--- src/hdl/ttam_pkg.sv ---
// Shared types and constants for the tensor transpose address map.
// No dependencies; every other file in hdl/ refers to this package by scoped names.
`timescale 1ns / 1ps

package ttam_pkg;

  localparam int MAX_RANK    = 4;
  localparam int OFFSET_BITS = 32;
  localparam int SIZE_BITS   = 16;
  localparam int AXIS_BITS   = 2;
  localparam int RANK_BITS   = 3;
  localparam int PERM_BITS   = AXIS_BITS * MAX_RANK;
  localparam int COUNT_BITS  = 2 * OFFSET_BITS;
  localparam int DIV_STEPS   = OFFSET_BITS;
  localparam int NUM_DIV     = MAX_RANK - 1;
  localparam int DIV_STAGES  = NUM_DIV * DIV_STEPS;
  localparam int IN_W        = ((OFFSET_BITS + 7) / 8) * 8;
  localparam int OUT_W       = ((OFFSET_BITS + 2 + 7) / 8) * 8;
  localparam int CFG_IDX_W   = 3;
  localparam int CFG_DATA_W  = 16;

  localparam logic [CFG_IDX_W-1:0] REG_RANK  = 3'd0;
  localparam logic [CFG_IDX_W-1:0] REG_SIZE0 = 3'd1;
  localparam logic [CFG_IDX_W-1:0] REG_SIZE1 = 3'd2;
  localparam logic [CFG_IDX_W-1:0] REG_SIZE2 = 3'd3;
  localparam logic [CFG_IDX_W-1:0] REG_SIZE3 = 3'd4;
  localparam logic [CFG_IDX_W-1:0] REG_PERM  = 3'd5;

  localparam logic [RANK_BITS-1:0] RANK_RESET = 3'd4;
  localparam logic [PERM_BITS-1:0] PERM_RESET = 8'd27;

  typedef enum logic [1:0] {
    ERR_NONE  = 2'd0,
    ERR_RANGE = 2'd1,
    ERR_PERM  = 2'd2,
    ERR_OVF   = 2'd3
  } err_e;

  typedef struct packed {
    logic [RANK_BITS-1:0]                  rank;
    logic [MAX_RANK-1:0][SIZE_BITS-1:0]    size_in;
    logic [MAX_RANK-1:0][SIZE_BITS-1:0]    size_out;
    logic [MAX_RANK-1:0][AXIS_BITS-1:0]    perm;
    logic                                  perm_ok;
    logic                                  ovf;
    logic [COUNT_BITS-1:0]                 count;
  } cfg_t;

  typedef struct packed {
    logic [OFFSET_BITS-1:0]             off;
    logic [OFFSET_BITS-1:0]             w;
    logic [SIZE_BITS-1:0]               r;
    logic [MAX_RANK-1:0][SIZE_BITS-1:0] idx;
  } item_t;

endpackage

--- src/hdl/ttam_div_stage.sv ---
// One registered step of the restoring divider that splits the output offset
// into per-axis indices. Depends on ttam_pkg.
`timescale 1ns / 1ps

module ttam_div_stage (
  input  logic                              clk_i,
  input  logic                              rst_ni,
  input  logic                              en_i,
  input  logic                              first_i,
  input  logic                              last_i,
  input  logic [ttam_pkg::AXIS_BITS-1:0]    axis_i,
  input  logic [ttam_pkg::SIZE_BITS-1:0]    divisor_i,
  input  logic                              valid_i,
  input  ttam_pkg::item_t                   item_i,
  output logic                              valid_o,
  output ttam_pkg::item_t                   item_o
);

  logic [ttam_pkg::SIZE_BITS-1:0] r_in;
  logic [ttam_pkg::SIZE_BITS:0]   t;
  logic                           ge;
  ttam_pkg::item_t                item_d, item_q;
  logic                           valid_q;

  always_comb begin
    item_d   = item_i;
    r_in     = first_i ? '0 : item_i.r;
    t        = {r_in, item_i.w[ttam_pkg::OFFSET_BITS-1]};
    ge       = t >= {1'b0, divisor_i};
    item_d.w = {item_i.w[ttam_pkg::OFFSET_BITS-2:0], ge};
    item_d.r = ge ? ttam_pkg::SIZE_BITS'(t - {1'b0, divisor_i}) : t[ttam_pkg::SIZE_BITS-1:0];
    if (last_i) begin
      item_d.idx[axis_i] = item_d.r;
    end
  end

  always_ff @(posedge clk_i or negedge rst_ni) begin
    if (!rst_ni) begin
      valid_q <= 1'b0;
    end else if (en_i) begin
      valid_q <= valid_i;
    end
  end

  always_ff @(posedge clk_i) begin
    if (en_i) begin
      item_q <= item_d;
    end
  end

  assign valid_o = valid_q;
  assign item_o  = item_q;

endmodule

--- config.mk ---
export PLATFORM = sky130hd
export DESIGN_NAME = ttam_div_stage
export DESIGN_NICKNAME = d
export VERILOG_FILES = /design/src/hdl/ttam_pkg.sv /design/src/hdl/ttam_div_stage.sv
export SDC_FILE = /design/constraint.sdc
export NUM_CORES = 1
export LEC_CHECK = 0
export ABC_AREA = 1
export BUFFER_PORTS_ARGS = -buffer_cell sky130_fd_sc_hd__buf_2
export CELL_PAD_IN_SITES_DETAIL_PLACEMENT = 1
export CELL_PAD_IN_SITES_GLOBAL_PLACEMENT = 2
export CORE_MARGIN = 1
export CORE_UTILIZATION = 25
export DETAILED_ROUTE_END_ITERATION = 7
export PLACE_DENSITY_LB_ADDON = 0.1
export SETUP_SLACK_MARGIN = 0.3
export SLEW_MARGIN = 20
export SYNTH_ARGS = -nofsm -noshare
export SYNTH_HDL_FRONTEND = slang
export SYNTH_SLANG_ARGS = --single-unit
--- constraint.sdc ---
create_clock -name clk_i -period 0.85 [get_ports clk_i]
set_clock_uncertainty 0.2 [all_clocks]
set_input_delay 0.17 -clock clk_i [delete_from_list [all_inputs] [get_ports clk_i]]
set_output_delay 0.17 -clock clk_i [all_outputs]
set_load 0.02 [all_outputs]
==> metrics.md <==
| Metric | Value |
|---|---|
| Synth warn | `0` |
| Synth unique cells | `29` |
| Max_slew headroom | `64.5%` |
| RSZ-0062 raised after global routing | `true` |
| Post-Synthesis Cells | `688` |
| Area after DPL | `just over 10000 um^2` |
| Most used flip-flop cell after synthesis | `edfxtp_1` |
| Largest net degree at the start of global routing | `41` |
| Endpoints failing setup | `227` |
| Die area | `a little under 30000 um^2` |
| Hold depth | `1` |
| Post-synthesis mux area share | `0.159%` |
| CP arrival | `about 2 ns` |
| Commonest cells post-synth | `edfxtp_1 (144), inv_1 (137), nand2_1 (130)` |
| Synth Area in Adders | `3.12%` |
| Synth Register Bits | `145` |
| Reg clk slew, reported paths | `0.07 ns` |
| Top-count cell post-synth | `edfxtp_1` |
| Crit share post-route | `239%` |
| Vias in the first global route | `6616` |
| Post-synth top area cell | `edfxtp_1` |
| Post-route ant nets | `0` |
| Fin crit period | `2.03 ns` |
| Post-synthesis sequential area ratio | `about three fifths` |
| Max Freq | `0.492 GHz` |
| Startpoint Class | `input pin` |
| Post-synthesis compound-gate area fraction | `2.83%` |
| Final core area utilization | `a little under half` |
| R2R Setup Slk | `-0.12 ns` |
| Worst ir drop on vdd | `0.00117 V` |
| Max-cap violations | `0` |
| Slew Limit Fails | `0` |
| Drt pass-1 iters | `4` |
| DRT Wirelength | `about 29000 um` |
| Final nets | `1344` |
| Status | `finished, violations left` |
| Setup crit end kind | `register` |
| Die W | `170 um` |
| Initial antenna violation count | `4` |
| Async set-reset flop share out of synthesis | `0.690%` |
| DRC violations left | `0` |
| Main combinational cell family by area after synthesis | `simple AND/OR/NAND/NOR gates` |
| Cell Pwr Density | `between 1500 and 2000 nW/um^2` |
| GPL Wtd Cong | `0.777` |
| Synthesized cell area | `7070 um^2` |
| Final non-filler cell area | `13300 um^2` |
| Hold_buf cts | `1` |
| H-tree depth | `4` |
| Syn avg cell area | `10.3 um^2` |
| Ranking of synthesized cells by area | `edfxtp_1 (61%), inv_1 (7.3%), nand2_1 (6.9%)` |
| Worst endpoint required time | `0.83 ns` |
| Detailed Place HPWL | `around 22000 um` |
| Failing checks | `negative hold slack, negative setup slack` |
| Simple-gate area share of the yosys netlist | `22.9%` |
| Max FO, Critical Path | `7` |
| Yosys top cell area share | `about three fifths` |
| Cell count of the worst reg-to-reg path | `1` |
| Core box area | `27800 um^2` |
| Mapped Nets | `873` |
| Clock Path Buffers | `2` |
| CTS tree | `yes` |
| EDFF count, synth | `144` |
| Overall Power | `0.0230 W` |
| Port Buf Inserts | `312` |
| Clk sink count | `145` |
| Hold violation total from the final report | `130` |
| Worst Slack Setup Final | `-1.18 ns` |
| GRT Resource Usage Total | `19.1%` |
| CTS root buf | `clkbuf_16` |
| Routed WL per cell | `18.8 um` |
| Post-synthesis xor/xnor area fraction | `0.867%` |
| CTS buffer count | `17` |
| Area growth, synth to finish | `87.9%` |
| GRT overflow | `0` |
| Vias | `6608` |
| Row cnt | `61` |
| Die height | `170 um` |
| I/O pin total | `approximately 310` |
| Layout cells sized above 1 | `60.8%` |
| HP Class | `input pin to register` |
| Fin Hold WS | `-0.282 ns` |
| Vias per cell | `4.26` |
| Initial Util | `roughly a quarter` |
| Worst-Skew Late Latency | `0.42 ns` |
| Critical path type | `input pin to register` |
| Leakage power | `between 6 and 7 nW` |
| Final Non-Filler Cells | `roughly 1600` |
| First-pass GRT wire length | `between 30000 and 40000 um` |
| Cells after DPL | `~1500` |
| Slew @ Worst Pin | `0.529 ns` |
| DRT iter0 DRCs | `255` |
worst max-delay path, stage by stage:
cell	delay, ns
buf_12	0.12
buf_16	0.14
nor2_4	0.11
ha_4	0.23
a21oi_4	0.17
nor2_1	0.05
nor2_1	0.11
nand2_2	0.08
nor2_4	0.19
nand2_8	0.10
buf_4	0.14
buf_6	0.12
nand2_8	0.09
nand3_1	0.08
nand2_1	0.07
inv_1	0.03
power breakdown:
part           switching, W  internal [W]
Clock               0.00328       0.00412
Combinational       0.00340       0.00320
Sequential         0.000308       0.00866
per-stage QoR:
stage	setup slack (ns)	TNS [ns]
5_1_grt	-1.26	-169.27
6_report	-1.18	-157.39
4_1_cts	-1.17	-162.08
3_5_place_dp	-1.78	-181.09
3_3_place_gp	-1.75	-178.52
2_1_floorplan	-1.33	-102.10
sequential cells by signal, indices dropped and copies added, names as in the netlist:
name,count
item_o,144
valid_o,1
logic make-up (layout without fill, tap and decap cells):
group,Yosys count,after routing
compound gates,40,40
xor+xnor,7,7
fa+ha+maj,17,17
buf+inv,154,638
flops,145,145
mux,1,1
other cells,0,1
simple gates,324,324
final cells by class:
type	count	area (um^2)
Fill cell	3076	14500
Sequential cell	145	4350
Timing Repair Buffer	468	4200
Multi-Input combinational cell	389	3170
Inverter	138	520
Tap cell	378	473
Clock buffer	18	429
Clock inverter	14	143
Antenna cell	1	2.50
placed cells by master (no fill, tap or decap), types with 5 or more instances in the layout:
cell type,instances
buf_4,102
inv_6,6
nand3b_1,5
clkbuf_16,27
buf_2,186
nand4_1,5
o21ai_1,25
nor2_1,10
nand2_8,9
buf_6,136
nand3_4,21
nor2_2,5
inv_2,6
nor2_4,16
clkinvlp_4,5
nand3_1,32
nand2_2,31
buf_8,6
inv_1,131
buf_12,16
edfxtp_1,144
ha_4,15
nand2_1,94
buf_16,11
o21ai_2,7
nand3_2,44
or2_2,33
nand2_4,11
routing by layer:
layer / vias to the layer above / global-route usage (%) / wire, um
li1: 3214 / - / -
met1: 3165 / 22.1 / 11600
met2: 190 / 34.7 / 15500
met3: 33 / 4.07 / 1400
met4: 6 / 6.07 / 562
met5: - / 0 / 41
final timing paths:
| kind | start | to |
|---|---|---|
| setup / recovery | first_i | item_o[40] |
| hold / removal | item_i[136] | item_o[136] |
| setup reg to reg | valid_o | valid_o |
| hold reg to reg | valid_o | valid_o |
| max in group asynchronous | rst_ni | valid_o |
| min in group asynchronous | rst_ni | valid_o |
repair_timing:
action                                  CTS  global route
pin swaps                                29            29
setup buffers                            20            16
gates resized for setup                 252           210
hold endpoints to repair                132           130
gates cloned                              7            13
endpoints found under the setup margin  363           370
(Power assumes the default switching activity.)
