[src/hdl/ttam_pkg.sv]
// Shared types and constants for the tensor transpose address map.
// No dependencies; every other file in hdl/ refers to this package by scoped names.
`timescale 1ns / 1ps

package ttam_pkg;

  localparam int MAX_RANK    = 4;
  localparam int OFFSET_BITS = 32;
  localparam int SIZE_BITS   = 16;
  localparam int AXIS_BITS   = 2;
  localparam int RANK_BITS   = 3;
  localparam int PERM_BITS   = AXIS_BITS * MAX_RANK;
  localparam int COUNT_BITS  = 2 * OFFSET_BITS;
  localparam int DIV_STEPS   = OFFSET_BITS;
  localparam int NUM_DIV     = MAX_RANK - 1;
  localparam int DIV_STAGES  = NUM_DIV * DIV_STEPS;
  localparam int IN_W        = ((OFFSET_BITS + 7) / 8) * 8;
  localparam int OUT_W       = ((OFFSET_BITS + 2 + 7) / 8) * 8;
  localparam int CFG_IDX_W   = 3;
  localparam int CFG_DATA_W  = 16;

  localparam logic [CFG_IDX_W-1:0] REG_RANK  = 3'd0;
  localparam logic [CFG_IDX_W-1:0] REG_SIZE0 = 3'd1;
  localparam logic [CFG_IDX_W-1:0] REG_SIZE1 = 3'd2;
  localparam logic [CFG_IDX_W-1:0] REG_SIZE2 = 3'd3;
  localparam logic [CFG_IDX_W-1:0] REG_SIZE3 = 3'd4;
  localparam logic [CFG_IDX_W-1:0] REG_PERM  = 3'd5;

  localparam logic [RANK_BITS-1:0] RANK_RESET = 3'd4;
  localparam logic [PERM_BITS-1:0] PERM_RESET = 8'd27;

  typedef enum logic [1:0] {
    ERR_NONE  = 2'd0,
    ERR_RANGE = 2'd1,
    ERR_PERM  = 2'd2,
    ERR_OVF   = 2'd3
  } err_e;

  typedef struct packed {
    logic [RANK_BITS-1:0]                  rank;
    logic [MAX_RANK-1:0][SIZE_BITS-1:0]    size_in;
    logic [MAX_RANK-1:0][SIZE_BITS-1:0]    size_out;
    logic [MAX_RANK-1:0][AXIS_BITS-1:0]    perm;
    logic                                  perm_ok;
    logic                                  ovf;
    logic [COUNT_BITS-1:0]                 count;
  } cfg_t;

  typedef struct packed {
    logic [OFFSET_BITS-1:0]             off;
    logic [OFFSET_BITS-1:0]             w;
    logic [SIZE_BITS-1:0]               r;
    logic [MAX_RANK-1:0][SIZE_BITS-1:0] idx;
  } item_t;

endpackage

[src/hdl/ttam_cfg.sv]
// Configuration registers and their decode: clamped rank, effective sizes,
// permutation check and element count. Depends on ttam_pkg.
`timescale 1ns / 1ps

module ttam_cfg (
  input  logic                                clk_i,
  input  logic                                rst_ni,
  input  logic                                cfg_we_i,
  input  logic [ttam_pkg::CFG_IDX_W-1:0]      cfg_idx_i,
  input  logic [ttam_pkg::CFG_DATA_W-1:0]     cfg_data_i,
  output ttam_pkg::cfg_t                      cfg_o
);

  logic [ttam_pkg::RANK_BITS-1:0]                           rank_q;
  logic [ttam_pkg::MAX_RANK-1:0][ttam_pkg::SIZE_BITS-1:0]   size_q;
  logic [ttam_pkg::PERM_BITS-1:0]                           perm_q;
  logic [ttam_pkg::RANK_BITS-1:0]                           rank_eff;
  logic [ttam_pkg::MAX_RANK-1:0][ttam_pkg::SIZE_BITS-1:0]   size_in;
  logic [ttam_pkg::MAX_RANK-1:0][ttam_pkg::SIZE_BITS-1:0]   size_out;
  logic [ttam_pkg::MAX_RANK-1:0][ttam_pkg::AXIS_BITS-1:0]   perm;
  logic                                                     perm_ok;
  logic [2*ttam_pkg::SIZE_BITS-1:0]                         p2_d, p2_q;
  logic [3*ttam_pkg::SIZE_BITS-1:0]                         p3_d, p3_q;
  logic [ttam_pkg::COUNT_BITS-1:0]                          p4_d, p4_q;
  logic                                                     ovf_d, ovf_q;

  always_ff @(posedge clk_i or negedge rst_ni) begin
    if (!rst_ni) begin
      rank_q <= ttam_pkg::RANK_RESET;
      size_q <= {ttam_pkg::MAX_RANK{ttam_pkg::SIZE_BITS'(1)}};
      perm_q <= ttam_pkg::PERM_RESET;
    end else if (cfg_we_i) begin
      unique case (cfg_idx_i)
        ttam_pkg::REG_RANK:  rank_q    <= cfg_data_i[ttam_pkg::RANK_BITS-1:0];
        ttam_pkg::REG_SIZE0: size_q[0] <= cfg_data_i[ttam_pkg::SIZE_BITS-1:0];
        ttam_pkg::REG_SIZE1: size_q[1] <= cfg_data_i[ttam_pkg::SIZE_BITS-1:0];
        ttam_pkg::REG_SIZE2: size_q[2] <= cfg_data_i[ttam_pkg::SIZE_BITS-1:0];
        ttam_pkg::REG_SIZE3: size_q[3] <= cfg_data_i[ttam_pkg::SIZE_BITS-1:0];
        ttam_pkg::REG_PERM:  perm_q    <= cfg_data_i[ttam_pkg::PERM_BITS-1:0];
        default: ;
      endcase
    end
  end

  always_comb begin
    if (rank_q == '0) begin
      rank_eff = ttam_pkg::RANK_BITS'(1);
    end else if (rank_q > ttam_pkg::RANK_BITS'(ttam_pkg::MAX_RANK)) begin
      rank_eff = ttam_pkg::RANK_BITS'(ttam_pkg::MAX_RANK);
    end else begin
      rank_eff = rank_q;
    end
    perm_ok = 1'b1;
    for (int i = 0; i < ttam_pkg::MAX_RANK; i++) begin
      perm[i] = perm_q[ttam_pkg::AXIS_BITS*i +: ttam_pkg::AXIS_BITS];
      if (ttam_pkg::RANK_BITS'(i) < rank_eff) begin
        size_in[i]  = size_q[i];
        size_out[i] = size_q[perm[i]];
        if ({1'b0, perm[i]} >= rank_eff) begin
          perm_ok = 1'b0;
        end
        for (int j = 0; j < i; j++) begin
          if (perm[j] == perm[i]) begin
            perm_ok = 1'b0;
          end
        end
      end else begin
        size_in[i]  = ttam_pkg::SIZE_BITS'(1);
        size_out[i] = ttam_pkg::SIZE_BITS'(1);
      end
    end
  end

  assign p2_d  = (2*ttam_pkg::SIZE_BITS)'(size_in[0]) * (2*ttam_pkg::SIZE_BITS)'(size_in[1]);
  assign p3_d  = (3*ttam_pkg::SIZE_BITS)'(p2_q) * (3*ttam_pkg::SIZE_BITS)'(size_in[2]);
  assign p4_d  = ttam_pkg::COUNT_BITS'(p3_q) * ttam_pkg::COUNT_BITS'(size_in[3]);
  assign ovf_d = (|p3_q[3*ttam_pkg::SIZE_BITS-1:ttam_pkg::OFFSET_BITS])
               | (|p4_q[ttam_pkg::COUNT_BITS-1:ttam_pkg::OFFSET_BITS]);

  always_ff @(posedge clk_i or negedge rst_ni) begin
    if (!rst_ni) begin
      p2_q  <= '0;
      p3_q  <= '0;
      p4_q  <= '0;
      ovf_q <= 1'b0;
    end else begin
      p2_q  <= p2_d;
      p3_q  <= p3_d;
      p4_q  <= p4_d;
      ovf_q <= ovf_d;
    end
  end

  assign cfg_o.rank     = rank_eff;
  assign cfg_o.size_in  = size_in;
  assign cfg_o.size_out = size_out;
  assign cfg_o.perm     = perm;
  assign cfg_o.perm_ok  = perm_ok;
  assign cfg_o.ovf      = ovf_q;
  assign cfg_o.count    = p4_q;

endmodule

[config.mk]
export PLATFORM = sky130hd
export DESIGN_NAME = ttam_cfg
export DESIGN_NICKNAME = d
export VERILOG_FILES = /design/src/hdl/ttam_pkg.sv /design/src/hdl/ttam_cfg.sv
export SDC_FILE = /design/constraint.sdc
export NUM_CORES = 2
export LEC_CHECK = 0
export BUFFER_PORTS_ARGS = -buffer_cell sky130_fd_sc_hd__buf_2
export CORE_MARGIN = 2
export CORE_UTILIZATION = 29
export CTS_BUF_LIST = sky130_fd_sc_hd__clkbuf_4
export DETAILED_ROUTE_END_ITERATION = 10
export PLACE_DENSITY = 0.55
export SLEW_MARGIN = 0
export SYNTH_ARGS = -nofsm -noshare
export SYNTH_HDL_FRONTEND = slang
export SYNTH_SLANG_ARGS = --single-unit
export TNS_END_PERCENT = 20
[constraint.sdc]
create_clock -name clk_i -period 7.5 [get_ports clk_i]
set_input_delay 0.75 -clock clk_i [delete_from_list [all_inputs] [get_ports clk_i]]
set_output_delay 0.75 -clock clk_i [all_outputs]
set_load 0.05 [all_outputs]
==> results.md <==
- Antenna violation net count after detailed routing: 0
- Total of warnings raised by yosys: 0
- Overall via count from detail_route: 44500
- Sequential-to-total area share from yosys stat: 9.64%
- Number of pins with negative max-slew slack in the final report: 0
- Hold Fails Final Rpt: 0
- Routability-driven placement congestion ratio: 0.906
- Most area-consuming cells after synthesis: sky130_fd_sc_hd__fa_1, sky130_fd_sc_hd__dfrtp_1, sky130_fd_sc_hd__inv_1
- Vias in the first global route: 47500
- Kind of capture point of the worst setup path: register
- Number of buffers between clock root and the deepest sink: 3
- Flip-flop and latch count after synthesis: 220
- Final layout net count: 7953
- Post-synthesis area per instance: 9.28 µm²
- Worst Hold Launch: cfg_data_i[0]
- Max Clock Skew: 0.105 ns
- Register-to-register setup slack: 0.20 ns
- Remaining DRCs: 0
- Gate count of the mapped netlist: 6170
- CP required: 8.31 ns
- Top cell type by total area after synthesis: sky130_fd_sc_hd__fa_1
- Wire length of the first global-routing pass: 293 mm
- Number of enable-type register cells in the synthesized netlist: 0
- Avg WL per Cell: 21.3 µm
- Startpoint type of the worst setup path: register
- Worst slack at placement: 0.0739 ns
- Die Area: 201000 µm²
- Num CTS Buffers: 66
- Maximum number of pins on one net before global-route repair: 127
- Pre-antenna DRT Iters: 6
- Achievable clock frequency: 0.137 GHz
- Initial core utilization: 29.1%
- Floorplan row count: 163
- Transition time at the pin with the least slew margin: 1.23 ns
- Total I/O pin count: 227
- Total of buffers placed on input and output ports: 226
- Result of the run: completed
- CTS sink cnt: 220
- Total half-perimeter wirelength after legalization and detailed placement: 151 mm
- Die outline width: 448 µm
- Number of max-capacitance violations reported: 0
- Root Buffer: sky130_fd_sc_hd__clkbuf_4
- Final Worst Setup Slack: 0.201 ns
- Count of H-tree levels built during CTS: 3
- Final WL: 192 mm
- Vias per inst: 4.93
- First element of the critical path: rank_q[2]
- Most used flip-flop cell after synthesis: sky130_fd_sc_hd__dfrtp_1
- Clock input transition at the sequential cells of the worst setup and hold paths: 0.07 ns
- Worst max-slew margin expressed relative to the limit: 17.6%
- Area growth, synth to finish: 10.9%
- Final instance count without filler cells: 9008
- Vertical die dimension: 448 µm
- Placed instance count: 8877
- Final period utilization: 97.3%
- Depth of the worst register-to-register path: 24
- Residual overflow from global routing: 0
- First DRT Iteration DRCs: 3325
- Clock latency reported for the late side of the worst-skew pair: 0.96 ns
- Hold slack final: 0.158 ns
- Initial antenna violation count: 7
- Gr usage total: 19.2%
- Count of endpoints failing setup in the final report: 0
- Number of nets in the synthesized netlist: 7812
- Syn Std Cell Area: 57200 µm²
- Share of the synthesized area in the top cell type: 43.9%
- Final worst path period need: 7.30 ns
- Hold depth: 3
- Crit Path Category: register to register
- Top post-synthesis cells by count: sky130_fd_sc_hd__inv_1, sky130_fd_sc_hd__fa_1, sky130_fd_sc_hd__nand2_1
- Setup repair after global routing missed its margin: yes
- Data arrival time of the critical path: 8.11 ns
- Highest fanout seen on the critical path: 14
- Distinct cell type count of the synthesized netlist: 94
- Hold worst-path end: rank_q[0]
- Async set-reset flop share out of synthesis: 100%
- Class of the worst hold path: input pin to register
- FF-to-FF End: p2_q[24]
- Startpoint of the worst-slack reg-to-reg timing path: rank_q[2]
- Fraction of final layout cells sized beyond drive strength 1: 13.0%
- Clock tree from TritonCTS: done
- Core Region: 197000 µm²
- Core occupancy in the finished layout: 32.2%
- Most used standard cell by instance count after synthesis: sky130_fd_sc_hd__inv_1
-- through the flow --
| step | TNS (ns) | area [µm²] |
|---|---|---|
| finish | 0 | 63500 |
| global route | -0.0906 | 63500 |
| floorplan | 0 | 57200 |
| detailed placement | 0 | 62400 |
| global placement | 0 | 62400 |
| CTS | 0 | 63200 |
-- placed cells by master (no fill, tap or decap), types with 15 or more instances in the layout --
cell                       Yosys  layout
sky130_fd_sc_hd__clkbuf_4      0      91
sky130_fd_sc_hd__nand2_1    1104    1104
sky130_fd_sc_hd__dfrtp_1     211     211
sky130_fd_sc_hd__o21bai_1     21      21
sky130_fd_sc_hd__o21a_1       15      15
sky130_fd_sc_hd__buf_4         2     246
sky130_fd_sc_hd__nor3_1       16      15
sky130_fd_sc_hd__buf_12        0      27
sky130_fd_sc_hd__mux2_2       74      74
sky130_fd_sc_hd__nand2b_1     19      18
sky130_fd_sc_hd__and3_1      492     492
sky130_fd_sc_hd__and2_1      118     104
sky130_fd_sc_hd__a21oi_1     133     133
sky130_fd_sc_hd__mux4_2       64      64
sky130_fd_sc_hd__fa_1       1254    1253
sky130_fd_sc_hd__nand4_1      24      24
sky130_fd_sc_hd__nand3_1      27      27
sky130_fd_sc_hd__buf_2         5     225
sky130_fd_sc_hd__inv_1      1258    1258
sky130_fd_sc_hd__nor2_1       67      67
sky130_fd_sc_hd__ha_1        366     364
sky130_fd_sc_hd__xnor2_1      99      99
sky130_fd_sc_hd__o21ai_0      55      55
sky130_fd_sc_hd__xor2_1       45      45
sky130_fd_sc_hd__a21o_1       93      92
-- worst max path at each step --
stage               end  slack (ns)
2_1_floorplan  p3_q[47]       0.007
3_5_place_dp   p4_q[63]        0.07
6_report       p2_q[24]        0.20
5_1_grt        p4_q[62]       -0.05
4_1_cts        p4_q[63]        0.04
3_3_place_gp   p4_q[56]        0.13
-- repair_timing --
item	in CTS	in global routing
hold endpoints to repair	43	0
gates resized for setup	0	26
buffers inserted	0	2
hold buffers	1	0
endpoints found under the setup margin	0	38
-- area by class of cell --
class / instances / area [µm²]
fill: 20400 / 133000
multi-input combinational: 4261 / 45400
sequential: 220 / 5520
inverter: 1258 / 4720
timing repair buffer: 504 / 3620
tap: 2640 / 3300
clock buffer: 91 / 683
clock inverter: 25 / 145
antenna: 9 / 22.5
-- cells by family (layout without fill, tap and decap cells) --
logic type      Yosys count  in the layout  share of synthesized area (%)
other cells               0              9                              0
mux                     139            139                           3.99
compound gates          431            431                           5.09
xor+xnor                144            144                           2.20
simple gates           1927           1927                           16.0
flops                   220            220                           9.64
fa+ha+maj              1620           1620                           51.9
buf+inv                1689           1878                           11.3
-- critical path, cell delays in order, from the launching register on --
cell,delay [ns]
sky130_fd_sc_hd__dfstp_4,0.71
sky130_fd_sc_hd__or2_2,0.42
sky130_fd_sc_hd__and2_1,0.43
sky130_fd_sc_hd__nand2_1,0.14
sky130_fd_sc_hd__fa_1,0.57
sky130_fd_sc_hd__inv_1,0.05
sky130_fd_sc_hd__fa_1,0.47
sky130_fd_sc_hd__inv_1,0.06
sky130_fd_sc_hd__fa_1,0.48
sky130_fd_sc_hd__fa_1,0.56
sky130_fd_sc_hd__inv_1,0.05
sky130_fd_sc_hd__fa_1,0.48
sky130_fd_sc_hd__inv_1,0.05
sky130_fd_sc_hd__fa_1,0.47
sky130_fd_sc_hd__inv_1,0.04
sky130_fd_sc_hd__ha_1,0.32
sky130_fd_sc_hd__and4_1,0.23
sky130_fd_sc_hd__a221o_1,0.32
sky130_fd_sc_hd__a21o_1,0.20
sky130_fd_sc_hd__a31o_2,0.28
sky130_fd_sc_hd__a211oi_2,0.25
sky130_fd_sc_hd__o21bai_1,0.12
sky130_fd_sc_hd__a21o_1,0.19
sky130_fd_sc_hd__a21oi_1,0.17
sky130_fd_sc_hd__xnor2_1,0.13
-- sequential cells by signal, summed over array words and instances, names as in the netlist --
| name | cells |
|---|---|
| ovf_q | 1 |
| size_q | 64 |
| rank_q | 3 |
| p4_q | 64 |
| perm | 8 |
| p2_q | 32 |
| p3_q | 48 |
-- routing by layer --
metal	GRT usage, %	part of all wire, %	routed length (µm)
met5	0	0	0
met4	6.56	3.5	6670
met3	3.20	7.3	14100
met2	31.1	47	90500
met1	25.9	42	80900
Power is left out: the tool's default activity adds up to more than one toggle a clock period on the data nets, which glitch-free logic cannot reach.
